`src/rtl/avrdec_pkg.sv`:
```
// ----------------------------------------------------------------------------
// avrdec_pkg
// Shared types and encodings for the AVR instruction subset decoder:
// instruction classes, match masks and patterns, and the decoded result.
// ----------------------------------------------------------------------------
package avrdec_pkg;

    localparam int unsigned INSTR_W  = 16;
    localparam int unsigned CLASS_W  = 5;
    localparam int unsigned REG_W    = 5;
    localparam int unsigned IMM_W    = 8;
    localparam int unsigned OFFSET_W = 13;

    // Output beat: class, dest, src, imm, offset packed from bit 0, padded to bytes
    localparam int unsigned RESULT_BITS = CLASS_W + 2 * REG_W + IMM_W + OFFSET_W;
    localparam int unsigned IN_TDATA_W  = ((INSTR_W + 7) / 8) * 8;
    localparam int unsigned OUT_TDATA_W = ((RESULT_BITS + 7) / 8) * 8;

    // Instruction classes, in the encoding seen on the output
    typedef enum logic [CLASS_W-1:0] {
        OP_NOP     = 5'd0,
        OP_CLR     = 5'd1,
        OP_LDI     = 5'd2,
        OP_LD_XP   = 5'd3,
        OP_LD_YP   = 5'd4,
        OP_LD_MX   = 5'd5,
        OP_CPI     = 5'd6,
        OP_BRNE    = 5'd7,
        OP_SBIW    = 5'd8,
        OP_RCALL   = 5'd9,
        OP_SBC     = 5'd10,
        OP_ADC     = 5'd11,
        OP_MOVW    = 5'd12,
        OP_SUBI    = 5'd13,
        OP_ORI     = 5'd14,
        OP_CP      = 5'd15,
        OP_MOV     = 5'd16,
        OP_INC     = 5'd17,
        OP_DEC     = 5'd18,
        OP_UNKNOWN = 5'd19
    } t_op_class;

    // Opcode masks
    localparam logic [INSTR_W-1:0] MASK_TOP4  = 16'hF000;
    localparam logic [INSTR_W-1:0] MASK_TOP6  = 16'hFC00;
    localparam logic [INSTR_W-1:0] MASK_TOP8  = 16'hFF00;
    localparam logic [INSTR_W-1:0] MASK_ONE_R = 16'hFE0F;
    localparam logic [INSTR_W-1:0] MASK_BRBC  = 16'hFC07;

    // Opcode patterns
    localparam logic [INSTR_W-1:0] PAT_NOP   = 16'h0000;
    localparam logic [INSTR_W-1:0] PAT_EOR   = 16'h2400;
    localparam logic [INSTR_W-1:0] PAT_LDI   = 16'hE000;
    localparam logic [INSTR_W-1:0] PAT_LD_XP = 16'h900D;
    localparam logic [INSTR_W-1:0] PAT_LD_YP = 16'h9009;
    localparam logic [INSTR_W-1:0] PAT_LD_MX = 16'h900E;
    localparam logic [INSTR_W-1:0] PAT_CPI   = 16'h3000;
    localparam logic [INSTR_W-1:0] PAT_BRNE  = 16'hF401;
    localparam logic [INSTR_W-1:0] PAT_SBIW  = 16'h9700;
    localparam logic [INSTR_W-1:0] PAT_RCALL = 16'hD000;
    localparam logic [INSTR_W-1:0] PAT_SBC   = 16'h0800;
    localparam logic [INSTR_W-1:0] PAT_ADC   = 16'h1C00;
    localparam logic [INSTR_W-1:0] PAT_MOVW  = 16'h0100;
    localparam logic [INSTR_W-1:0] PAT_SUBI  = 16'h5000;
    localparam logic [INSTR_W-1:0] PAT_ORI   = 16'h6000;
    localparam logic [INSTR_W-1:0] PAT_CP    = 16'h1400;
    localparam logic [INSTR_W-1:0] PAT_MOV   = 16'h2C00;
    localparam logic [INSTR_W-1:0] PAT_INC   = 16'h9403;
    localparam logic [INSTR_W-1:0] PAT_DEC   = 16'h940A;

    // Decoded result of one word
    typedef struct packed {
        logic signed [OFFSET_W-1:0] branch_offset;
        logic [IMM_W-1:0]           imm_value;
        logic [REG_W-1:0]           src_reg;
        logic [REG_W-1:0]           dest_reg;
        t_op_class                  op_class;
    } t_decode;

endpackage

```
`src/rtl/avrdec_decode.sv`:
```
// ----------------------------------------------------------------------------
// avrdec_decode
// Combinational priority decode of one AVR instruction word into class,
// register numbers, immediate and relative offset plus one.
// ----------------------------------------------------------------------------
module avrdec_decode
    import avrdec_pkg::*;
(
    input  logic [INSTR_W-1:0] i_word,
    output t_decode            o_dec
);

    logic [REG_W-1:0]           d5;
    logic [REG_W-1:0]           r5;
    logic [REG_W-1:0]           d4hi;
    logic [IMM_W-1:0]           k8;
    logic signed [OFFSET_W-1:0] brne_off;
    logic signed [OFFSET_W-1:0] rcall_off;

    // Extract the common operand fields
    assign d5        = i_word[8:4];
    assign r5        = {i_word[9], i_word[3:0]};
    assign d4hi      = {1'b1, i_word[7:4]};
    assign k8        = {i_word[11:8], i_word[3:0]};
    assign brne_off  = {{(OFFSET_W-7){i_word[9]}}, i_word[9:3]} + OFFSET_W'(1);
    assign rcall_off = {{(OFFSET_W-12){i_word[11]}}, i_word[11:0]} + OFFSET_W'(1);

    // Match patterns in priority order, first hit wins
    always_comb begin
        o_dec = '{branch_offset: '0, imm_value: '0, src_reg: '0, dest_reg: '0,
                  op_class: OP_UNKNOWN};
        priority if (i_word == PAT_NOP) begin
            o_dec.op_class = OP_NOP;
        end else if ((i_word & MASK_TOP6) == PAT_EOR && d5 == r5) begin
            o_dec.op_class = OP_CLR;
            o_dec.dest_reg = d5;
        end else if ((i_word & MASK_TOP4) == PAT_LDI) begin
            o_dec.op_class  = OP_LDI;
            o_dec.dest_reg  = d4hi;
            o_dec.imm_value = k8;
        end else if ((i_word & MASK_ONE_R) == PAT_LD_XP) begin
            o_dec.op_class = OP_LD_XP;
            o_dec.dest_reg = d5;
        end else if ((i_word & MASK_ONE_R) == PAT_LD_YP) begin
            o_dec.op_class = OP_LD_YP;
            o_dec.dest_reg = d5;
        end else if ((i_word & MASK_ONE_R) == PAT_LD_MX) begin
            o_dec.op_class = OP_LD_MX;
            o_dec.dest_reg = d5;
        end else if ((i_word & MASK_TOP4) == PAT_CPI) begin
            o_dec.op_class  = OP_CPI;
            o_dec.dest_reg  = d4hi;
            o_dec.imm_value = k8;
        end else if ((i_word & MASK_BRBC) == PAT_BRNE) begin
            o_dec.op_class      = OP_BRNE;
            o_dec.branch_offset = brne_off;
        end else if ((i_word & MASK_TOP8) == PAT_SBIW) begin
            o_dec.op_class  = OP_SBIW;
            o_dec.dest_reg  = {2'b11, i_word[5:4], 1'b0};
            o_dec.imm_value = {2'b00, i_word[7:6], i_word[3:0]};
        end else if ((i_word & MASK_TOP4) == PAT_RCALL) begin
            o_dec.op_class      = OP_RCALL;
            o_dec.branch_offset = rcall_off;
        end else if ((i_word & MASK_TOP6) == PAT_SBC) begin
            o_dec.op_class = OP_SBC;
            o_dec.dest_reg = d5;
            o_dec.src_reg  = r5;
        end else if ((i_word & MASK_TOP6) == PAT_ADC) begin
            o_dec.op_class = OP_ADC;
            o_dec.dest_reg = d5;
            o_dec.src_reg  = r5;
        end else if ((i_word & MASK_TOP8) == PAT_MOVW) begin
            o_dec.op_class = OP_MOVW;
            o_dec.dest_reg = {i_word[7:4], 1'b0};
            o_dec.src_reg  = {i_word[3:0], 1'b0};
        end else if ((i_word & MASK_TOP4) == PAT_SUBI) begin
            o_dec.op_class  = OP_SUBI;
            o_dec.dest_reg  = d4hi;
            o_dec.imm_value = k8;
        end else if ((i_word & MASK_TOP4) == PAT_ORI) begin
            o_dec.op_class  = OP_ORI;
            o_dec.dest_reg  = d4hi;
            o_dec.imm_value = k8;
        end else if ((i_word & MASK_TOP6) == PAT_CP) begin
            o_dec.op_class = OP_CP;
            o_dec.dest_reg = d5;
            o_dec.src_reg  = r5;
        end else if ((i_word & MASK_TOP6) == PAT_MOV) begin
            o_dec.op_class = OP_MOV;
            o_dec.dest_reg = d5;
            o_dec.src_reg  = r5;
        end else if ((i_word & MASK_ONE_R) == PAT_INC) begin
            o_dec.op_class = OP_INC;
            o_dec.dest_reg = d5;
        end else if ((i_word & MASK_ONE_R) == PAT_DEC) begin
            o_dec.op_class = OP_DEC;
            o_dec.dest_reg = d5;
        end else begin
            o_dec.op_class = OP_UNKNOWN;
        end
    end

endmodule

```
`src/rtl/avr_opcode_subset_decoder.sv`:
```
// ----------------------------------------------------------------------------
// avr_opcode_subset_decoder
// Streaming decoder for a subset of AVR instruction words.
// ----------------------------------------------------------------------------
// Usage:
//   Slave stream: one 16-bit instruction word per beat on i_s_axis_tdata.
//   Master stream: one decoded beat per input beat on o_m_axis_tdata, in order:
//   class, destination register, source register, immediate, offset plus one.
//   Structure: input word register, priority decode logic, result register.
//   Path: an accepted word is held in the input word register, decoded, and
//   the result is registered before it is presented on the master side.
//   Throughput: one word per cycle, sustained while the master side takes a
//   beat every cycle; both registers advance together.
//   Stall: when the master side holds tready low, the result register holds,
//   the input register fills, and then tready on the slave side drops. Any
//   empty slot is refilled at once, so no bubble is inserted on release.
//   Reset: synchronous, active low; both stage valid flags clear, slave
//   tready stays low while reset is held, and the block comes out of reset
//   ready to take a word. Payload is not reset.
// ----------------------------------------------------------------------------
module avr_opcode_subset_decoder
    import avrdec_pkg::*;
(
    input  logic                   i_clk,
    input  logic                   i_rst_n,
    // Fields from bit 0: instr_word[15:0]
    input  logic [IN_TDATA_W-1:0]  i_s_axis_tdata,
    input  logic                   i_s_axis_tvalid,
    output logic                   o_s_axis_tready,
    // Fields from bit 0: op_class[4:0], dest_reg[9:5], src_reg[14:10],
    // imm_value[22:15], branch_offset[35:23], zero pad[39:36]
    output logic [OUT_TDATA_W-1:0] o_m_axis_tdata,
    output logic                   o_m_axis_tvalid,
    input  logic                   i_m_axis_tready
);

    logic               r_in_valid;
    logic [INSTR_W-1:0] r_in_word;
    logic               r_out_valid;
    t_decode            r_out_dec;
    t_decode            n_out_dec;
    logic               out_advance;
    logic               in_advance;

    // Move a stage forward when the stage after it is empty or draining
    assign out_advance     = !r_out_valid || i_m_axis_tready;
    assign in_advance      = !r_in_valid || out_advance;
    assign o_s_axis_tready = in_advance && i_rst_n;

    // Capture the incoming word
    always_ff @(posedge i_clk) begin
        if (!i_rst_n) begin
            r_in_valid <= 1'b0;
        end else if (in_advance) begin
            r_in_valid <= i_s_axis_tvalid;
        end
    end

    always_ff @(posedge i_clk) begin
        if (in_advance && i_s_axis_tvalid) begin
            r_in_word <= i_s_axis_tdata[INSTR_W-1:0];
        end
    end

    // Decode the registered word
    avrdec_decode u_decode (
        .i_word (r_in_word),
        .o_dec  (n_out_dec)
    );

    // Hold the result until the master side takes it
    always_ff @(posedge i_clk) begin
        if (!i_rst_n) begin
            r_out_valid <= 1'b0;
        end else if (out_advance) begin
            r_out_valid <= r_in_valid;
        end
    end

    always_ff @(posedge i_clk) begin
        if (out_advance && r_in_valid) begin
            r_out_dec <= n_out_dec;
        end
    end

    assign o_m_axis_tvalid = r_out_valid;
    assign o_m_axis_tdata  = {{(OUT_TDATA_W-RESULT_BITS){1'b0}}, r_out_dec};

endmodule

```
`config.mk`:
```
export PLATFORM = sky130hd
export DESIGN_NAME = avr_opcode_subset_decoder
export DESIGN_NICKNAME = d
export VERILOG_FILES = /design/src/rtl/avrdec_pkg.sv /design/src/rtl/avrdec_decode.sv /design/src/rtl/avr_opcode_subset_decoder.sv
export SDC_FILE = /design/constraint.sdc
export NUM_CORES = 1
export LEC_CHECK = 0
export BUFFER_PORTS_ARGS = -buffer_cell sky130_fd_sc_hd__buf_2
export CORE_MARGIN = 1.5
export CORE_UTILIZATION = 40
export CTS_CLUSTER_SIZE = 16
export DETAILED_ROUTE_END_ITERATION = 8
export PLACE_DENSITY = 0.69
export SLEW_MARGIN = 20
export SYNTH_ARGS = -nofsm -noshare
export SYNTH_HDL_FRONTEND = slang
export SYNTH_HIERARCHICAL = 1
export SYNTH_SLANG_ARGS = --single-unit
```
`constraint.sdc`:
```
create_clock -name i_clk -period 4.4 [get_ports i_clk]
set_clock_uncertainty 0.2 [all_clocks]
set_input_delay 0.22 -clock i_clk [delete_from_list [all_inputs] [get_ports i_clk]]
set_output_delay 0.22 -clock i_clk [all_outputs]
set_load 0.02 [all_outputs]
```
Word-level counts from Yosys, hierarchy flattened
Index checks and enable logic that the tools add are counted.

word-level totals
  flip-flop bits (word level) = 54
  word-level logic and storage cells = 107

cells by class
  reductions and logical operators = 15
  add/sub/neg operators = 2
  multiplexer cells = 59
  equal/unequal tests = 19

operators by type and width
  cell                                           count
  two-way mux 15 bit                             14
  two-way mux 18 bit                             11
  two-way mux 10 bit                             11
  two-way mux 13 bit                             6
  two-way mux 8 bit                              8
  == test 11 bit, second input constant          5
  two-way mux 5 bit                              8
  zero test 16 bit                               1
  adder 12 x 2 -> 13 bit, second input constant  1
  == test 6 x 3 -> 1 bit, second input constant  2
  == test 6 x 4 -> 1 bit, second input constant  2
  OR reduction 10 bit                            1
  == test 9 bit, second input constant           1
  OR reduction 9 bit                             1
  adder 7 x 2 -> 8 bit, second input constant    1
  == test 4 x 3 -> 1 bit, second input constant  2
  == test 4 bit, second input constant           2
  == test 8 x 1 -> 1 bit, second input constant  1
  == test 8 bit, second input constant           1
  OR reduction 8 bit                             1
  OR reduction 7 bit                             1
  == test 6 x 2 -> 1 bit, second input constant  1
  == test 5 bit                                  1
  == test 4 x 2 -> 1 bit, second input constant  1
  6 further kinds                                11

Longest topological paths before layout
  depth in word-level cells = 38
  mapped depth = 8
  gate-level depth less buffers = 7

Hierarchy
The synthesis kept the hierarchy.

by module, submodules not included
  module                     area each (um^2)  times used  cells an instance
  avr_opcode_subset_decoder  1,687.9           1           67
  avrdec_decode              1,328.8           1           195

Worst setup path after synthesis
OpenSTA, ideal clock, no wires.

  path kind = reg-to-reg
  start = register r_out_valid (netlist: o_m_axis_tvalid)
  end = register r_out_dec (netlist bit o_m_axis_tdata[0]), enable pin
  period minus slack after synthesis = 2.810 ns
  buffers on the path = 0
  data arrival time = 2.177 ns
  data required time = 3.767 ns
  slack = 1.590 ns
  cell stages (with the launch flop) = 3
  cells stage by stage = dfxtp_1 nor2b_2 nor2b_1

on the way
  longest elaborated chain between the ends = 3

RTL lines
  item                      line                             text
  start: declaration        avr_opcode_subset_decoder.sv:39  logic r_out_valid;
  start signal: assignment  avr_opcode_subset_decoder.sv:76  r_out_valid <= r_in_valid;
  zero test 1 bit           avr_opcode_subset_decoder.sv:46  assign out_advance = !r_out_valid || i_m_axis_tready;
  logical OR 1 bit          avr_opcode_subset_decoder.sv:46
  logical AND 1 bit         avr_opcode_subset_decoder.sv:81  if (out_advance && r_in_valid) begin
  end signal: assignment    avr_opcode_subset_decoder.sv:82  r_out_dec <= n_out_dec;
  end: declaration          avr_opcode_subset_decoder.sv:40  t_decode r_out_dec;

Every way passes these cells.
A chain may end at the register's enable or synchronous reset.

Worst setup path in the final report
  start = register r_in_word[10]
  end = register r_out_dec (netlist bit o_m_axis_tdata[9]) (data pin)

on the way
  longest elaborated chain between the ends = 38
  elaborated cells on any way between the ends = 52

RTL lines
  item                      line                             text
  start: declaration        avr_opcode_subset_decoder.sv:38  logic [INSTR_W-1:0] r_in_word;
  start signal: assignment  avr_opcode_subset_decoder.sv:61  r_in_word <= i_s_axis_tdata[INSTR_W-1:0];
  == test 11 bit            avrdec_decode.sv:95              end else if ((i_word & MASK_ONE_R) == PAT_DEC) begin
  two-way mux 5 bit         avrdec_decode.sv:95
  two-way mux 10 bit        avrdec_decode.sv:92              end else if ((i_word & MASK_ONE_R) == PAT_INC) begin
  two-way mux 10 bit        avrdec_decode.sv:88              end else if ((i_word & MASK_TOP6) == PAT_MOV) begin
  two-way mux 15 bit        avrdec_decode.sv:84              end else if ((i_word & MASK_TOP6) == PAT_CP) begin
  two-way mux 10 bit        avrdec_decode.sv:80              end else if ((i_word & MASK_TOP4) == PAT_ORI) begin
  two-way mux 10 bit        avrdec_decode.sv:76              end else if ((i_word & MASK_TOP4) == PAT_SUBI) begin
  two-way mux 15 bit        avrdec_decode.sv:72              end else if ((i_word & MASK_TOP8) == PAT_MOVW) begin
  (+22 left out)            -
  two-way mux 10 bit        avrdec_decode.sv:57              end else if ((i_word & MASK_TOP8) == PAT_SBIW) begin
  two-way mux 18 bit        avrdec_decode.sv:54              end else if ((i_word & MASK_BRBC) == PAT_BRNE) begin
  two-way mux 10 bit        avrdec_decode.sv:50              end else if ((i_word & MASK_TOP4) == PAT_CPI) begin
  two-way mux 10 bit        avrdec_decode.sv:47              end else if ((i_word & MASK_ONE_R) == PAT_LD_MX) begin
  two-way mux 10 bit        avrdec_decode.sv:44              end else if ((i_word & MASK_ONE_R) == PAT_LD_YP) begin
  two-way mux 10 bit        avrdec_decode.sv:41              end else if ((i_word & MASK_ONE_R) == PAT_LD_XP) begin
  two-way mux 10 bit        avrdec_decode.sv:37              end else if ((i_word & MASK_TOP4) == PAT_LDI) begin
  two-way mux 10 bit        avrdec_decode.sv:34              end else if ((i_word & MASK_TOP6) == PAT_EOR && d5 == r5) begin

Parallel ways exist; a longest one is shown, timed or not. The select of a mux whose other input is x is not followed.

==> flow_summary_export.csv <==
group,metric,value,unit
hold_path,hp-class,"primary input to flip-flop",
clock_tree,clk_pin_slew_worst_paths,0.10,ns
sta,slew_viol_final,0,
final_layout,drive_gt1_frac,0.2369,
routing,drt_iter0_drc,208,
floorplan,start_util,0.4137,
final_layout,area_growth,19.83,%
outcome,outcome,"complete, no violations",
final_layout,fin_nets,352,
clock_tree,cts-root-buf,"clkbuf_8",
clock_tree,insertion_delay,0.31,ns
global_route,grt_remaining_overflow,0,
power,ir_drop,0.1339,mV
global_route,grt_usage,0.1617,
final_layout,layout_commonest_cell,"buf_2",
clock_tree,cts_tree,"yes",
routing,wl_per_cell,15.28,microns
sta,setup_violations,0,
critical_path,crit_type,"flip-flop to flip-flop",
synth,synth_area_per_cell,11.51,sq um
synth,yosys-top-cells-area,"edfxtp_1 52%, xnor2_1 3.8%, ha_1 3.3%",
synth,synthFlopType,"edfxtp_1",
sta,finalSetupTns,0,ns
clock_tree,cts_sinks,54,
critical_path,cp.required,4.34,ns
routing,wl,6477,microns
global_route,grt_pass1_wl,10260,microns
floorplan,fp.dieW,89.84,microns
sta,finalCriticalPeriod,2.652,ns
global_route,antenna_found_initial,0,
final_layout,antenna_cells,0,
place,place_congestion,0.8982,
critical_path,slowest_delay,0.68,ns
routing,vias,2324,
sta,hold_viol_final,0,
sta,worst_pin_slew,0.6459,ns
synth,synth_cell_types,54,
power,finalPower,1.109,mW
floorplan,design.core.area,7292,sq um
clock_tree,cts_setup_buffers,0,
critical_path,r2r_cells,5,
critical_path,critical_path.startpoint_type,"flip-flop",
clock_tree,htree_levels,2,
hold_path,hold_depth,3,
synth,ys_seq_elements,54,
global_route,grt_pass1_vias,2009,
critical_path,crit_cells,5,
power,p_per_area,306.7,nW/um^2
place,portBuffers,57,
sta,fin_crit_sh,0.6026,
synth,yosysWarningCount,6,
synth,synth-edff-count,52,
final_layout,final_cell_mix,"57 x buf_2, 52 x edfxtp_1, 18 x dlygate4sd3_1, 15 x nor3_1, 15 x nor2_1",
synth,netlist_area,3017,sq um
synth,synthArstFlopShare,0,
clock_tree,numCtsBuffers,5,
sta,relSlewSlack,0.5694,
critical_path,worstPathMaxFanout,18,
power,cellLeakagePower,1.317,nW
synth,yosysSeqAreaShare,0.5309,
final_layout,nFillCells,699,
floorplan,die-area,8071,sq um
place,post-dp-hpwl,4556,microns
routing,via_per_inst,5.481,
run,max_cap_violations,0,
critical_path,cp-end-kind,"flip-flop",
critical_path,cp_num_buf_inv,0,
floorplan,rows,31,
clock_tree,clk_path_buf_depth,2,
critical_path,path_cells,"or4b_4 -> a311oi_4 -> a31o_2 -> nor2_1 -> o2111ai_1",
sta,rsz0062_at_grt,"false",
floorplan,die_y,89.84,microns
critical_path,path_delay_family,"compound AO/OA/AOI/OAI gates",
routing,first_pass_iters,5,
synth,netlist_instances,262,
sta,max_freq,0.3771,GHz
clock_tree,cts_resized,0,
clock_tree,cts_hold_buffers,18,
routing,drc_errors,0,
routing,postRouteAntennaNets,0,
global_route,grt_max_degree,37,
synth,yosys.area.top_type,"edfxtp_1",
floorplan,io_pins,62,
critical_path,arrival,2.59,ns
synth,synth_top_area_frac,0.5176,
critical_path,crit_path_top_delay_cell,"edfxtp_1",
## through the flow
step                      instances  utilization  hold slack (ns)  setup WS, ns  area, sq um
final                           424       0.4957          0.02527         1.748         3615
after CTS                       424       0.4957          0.01833         1.750         3615
after detailed placement        398       0.4559           0.1981         1.793         3324
after floorplan                 265            -           0.1189         1.590         3028
after global placement          398       0.4559           0.1978         1.769         3324
after global routing            424       0.4957          0.03414         1.576         3615
## layout make-up
| type | count | area (sq um) | share of cell area |
|---|---|---|---|
| clock inverters | 2 | 37.54 | 0.01038 |
| repair buffers | 77 | 480.5 | 0.1329 |
| flip-flops and latches | 54 | 1602 | 0.4431 |
| multi-input cells | 180 | 1276 | 0.3531 |
| well taps | 99 | 123.9 | 0.03427 |
| clock buffers | 6 | 72.57 | 0.02008 |
| inverters | 6 | 22.52 | 0.006231 |
## cells by family after synthesis
group                      Yosys count  synth area share
and+or+nand+nor                     97            0.1941
DFF                                 54            0.5309
adders and majority gates            8           0.03318
buffers and inverters               31           0.05060
other                                1          0.001243
muxes                                2          0.007465
xor gates and xnor gates            22           0.06388
AOI/OAI and AO/OA                   47            0.1186
## power breakdown
part | switching (mW) | internal (mW) | total, mW | leakage (nW)
Clock | 0.157 | 0.170 | 0.326 | 0.0514
Sequential | 0.0370 | 0.595 | 0.632 | 0.500
Combinational | 0.0828 | 0.0674 | 0.150 | 0.766
Total | 0.276 | 0.832 | 1.11 | 1.32
## synthesized netlist by cell type, drive strengths merged (2+ instances only)
cell type,n
a211o,2
a211oi,4
a21oi,7
a22o,7
and2,5
and3b,2
and4b,3
buf,16
clkbuf,9
dfxtp,2
edfxtp,52
ha,8
inv,6
mux2,2
nand2,6
nand2b,5
nand3,9
nand3b,6
nand4,3
nand4b,4
nor2,15
nor2b,7
nor3,15
nor3b,3
nor4b,2
nor4bb,2
o21ai,6
o22ai,7
or2,2
or3,5
xnor2,13
xor2,9
## metal layers
layer  part of all wire  vias up  track usage
met3              0.078       11      0.03553
met5                  0        -            0
met1               0.45     1080       0.2212
met2               0.46      128       0.2595
li1                   -     1105            -
met4              0.016        0      0.04497
## registers in the layout, summed over array words and instances, names as in the netlist
register and count:
o_m_axis_tdata 36, r_in_word 16, o_m_axis_tvalid 1, r_in_valid 1
## path summary, 6_finish.rpt
kind,startpoint,to,slack (ns)
worst max register to register,r_in_word[10],o_m_axis_tdata[9],1.75
worst max-delay path,r_in_word[10],o_m_axis_tdata[9],1.75
worst min register to register,o_m_axis_tvalid,r_in_valid,0.32
worst min-delay path,i_m_axis_tready,r_in_valid,0.03
## worst reg2reg max path, delay by kind of cell, from the launching register on
kind / cells / cell delay (ns)
AO/OA/AOI/OAI: 3 / 0.89
AND/OR/NAND/NOR: 2 / 0.72
flip-flops: 1 / 0.68
No activity file was read; power rests on OpenSTA's default activity.
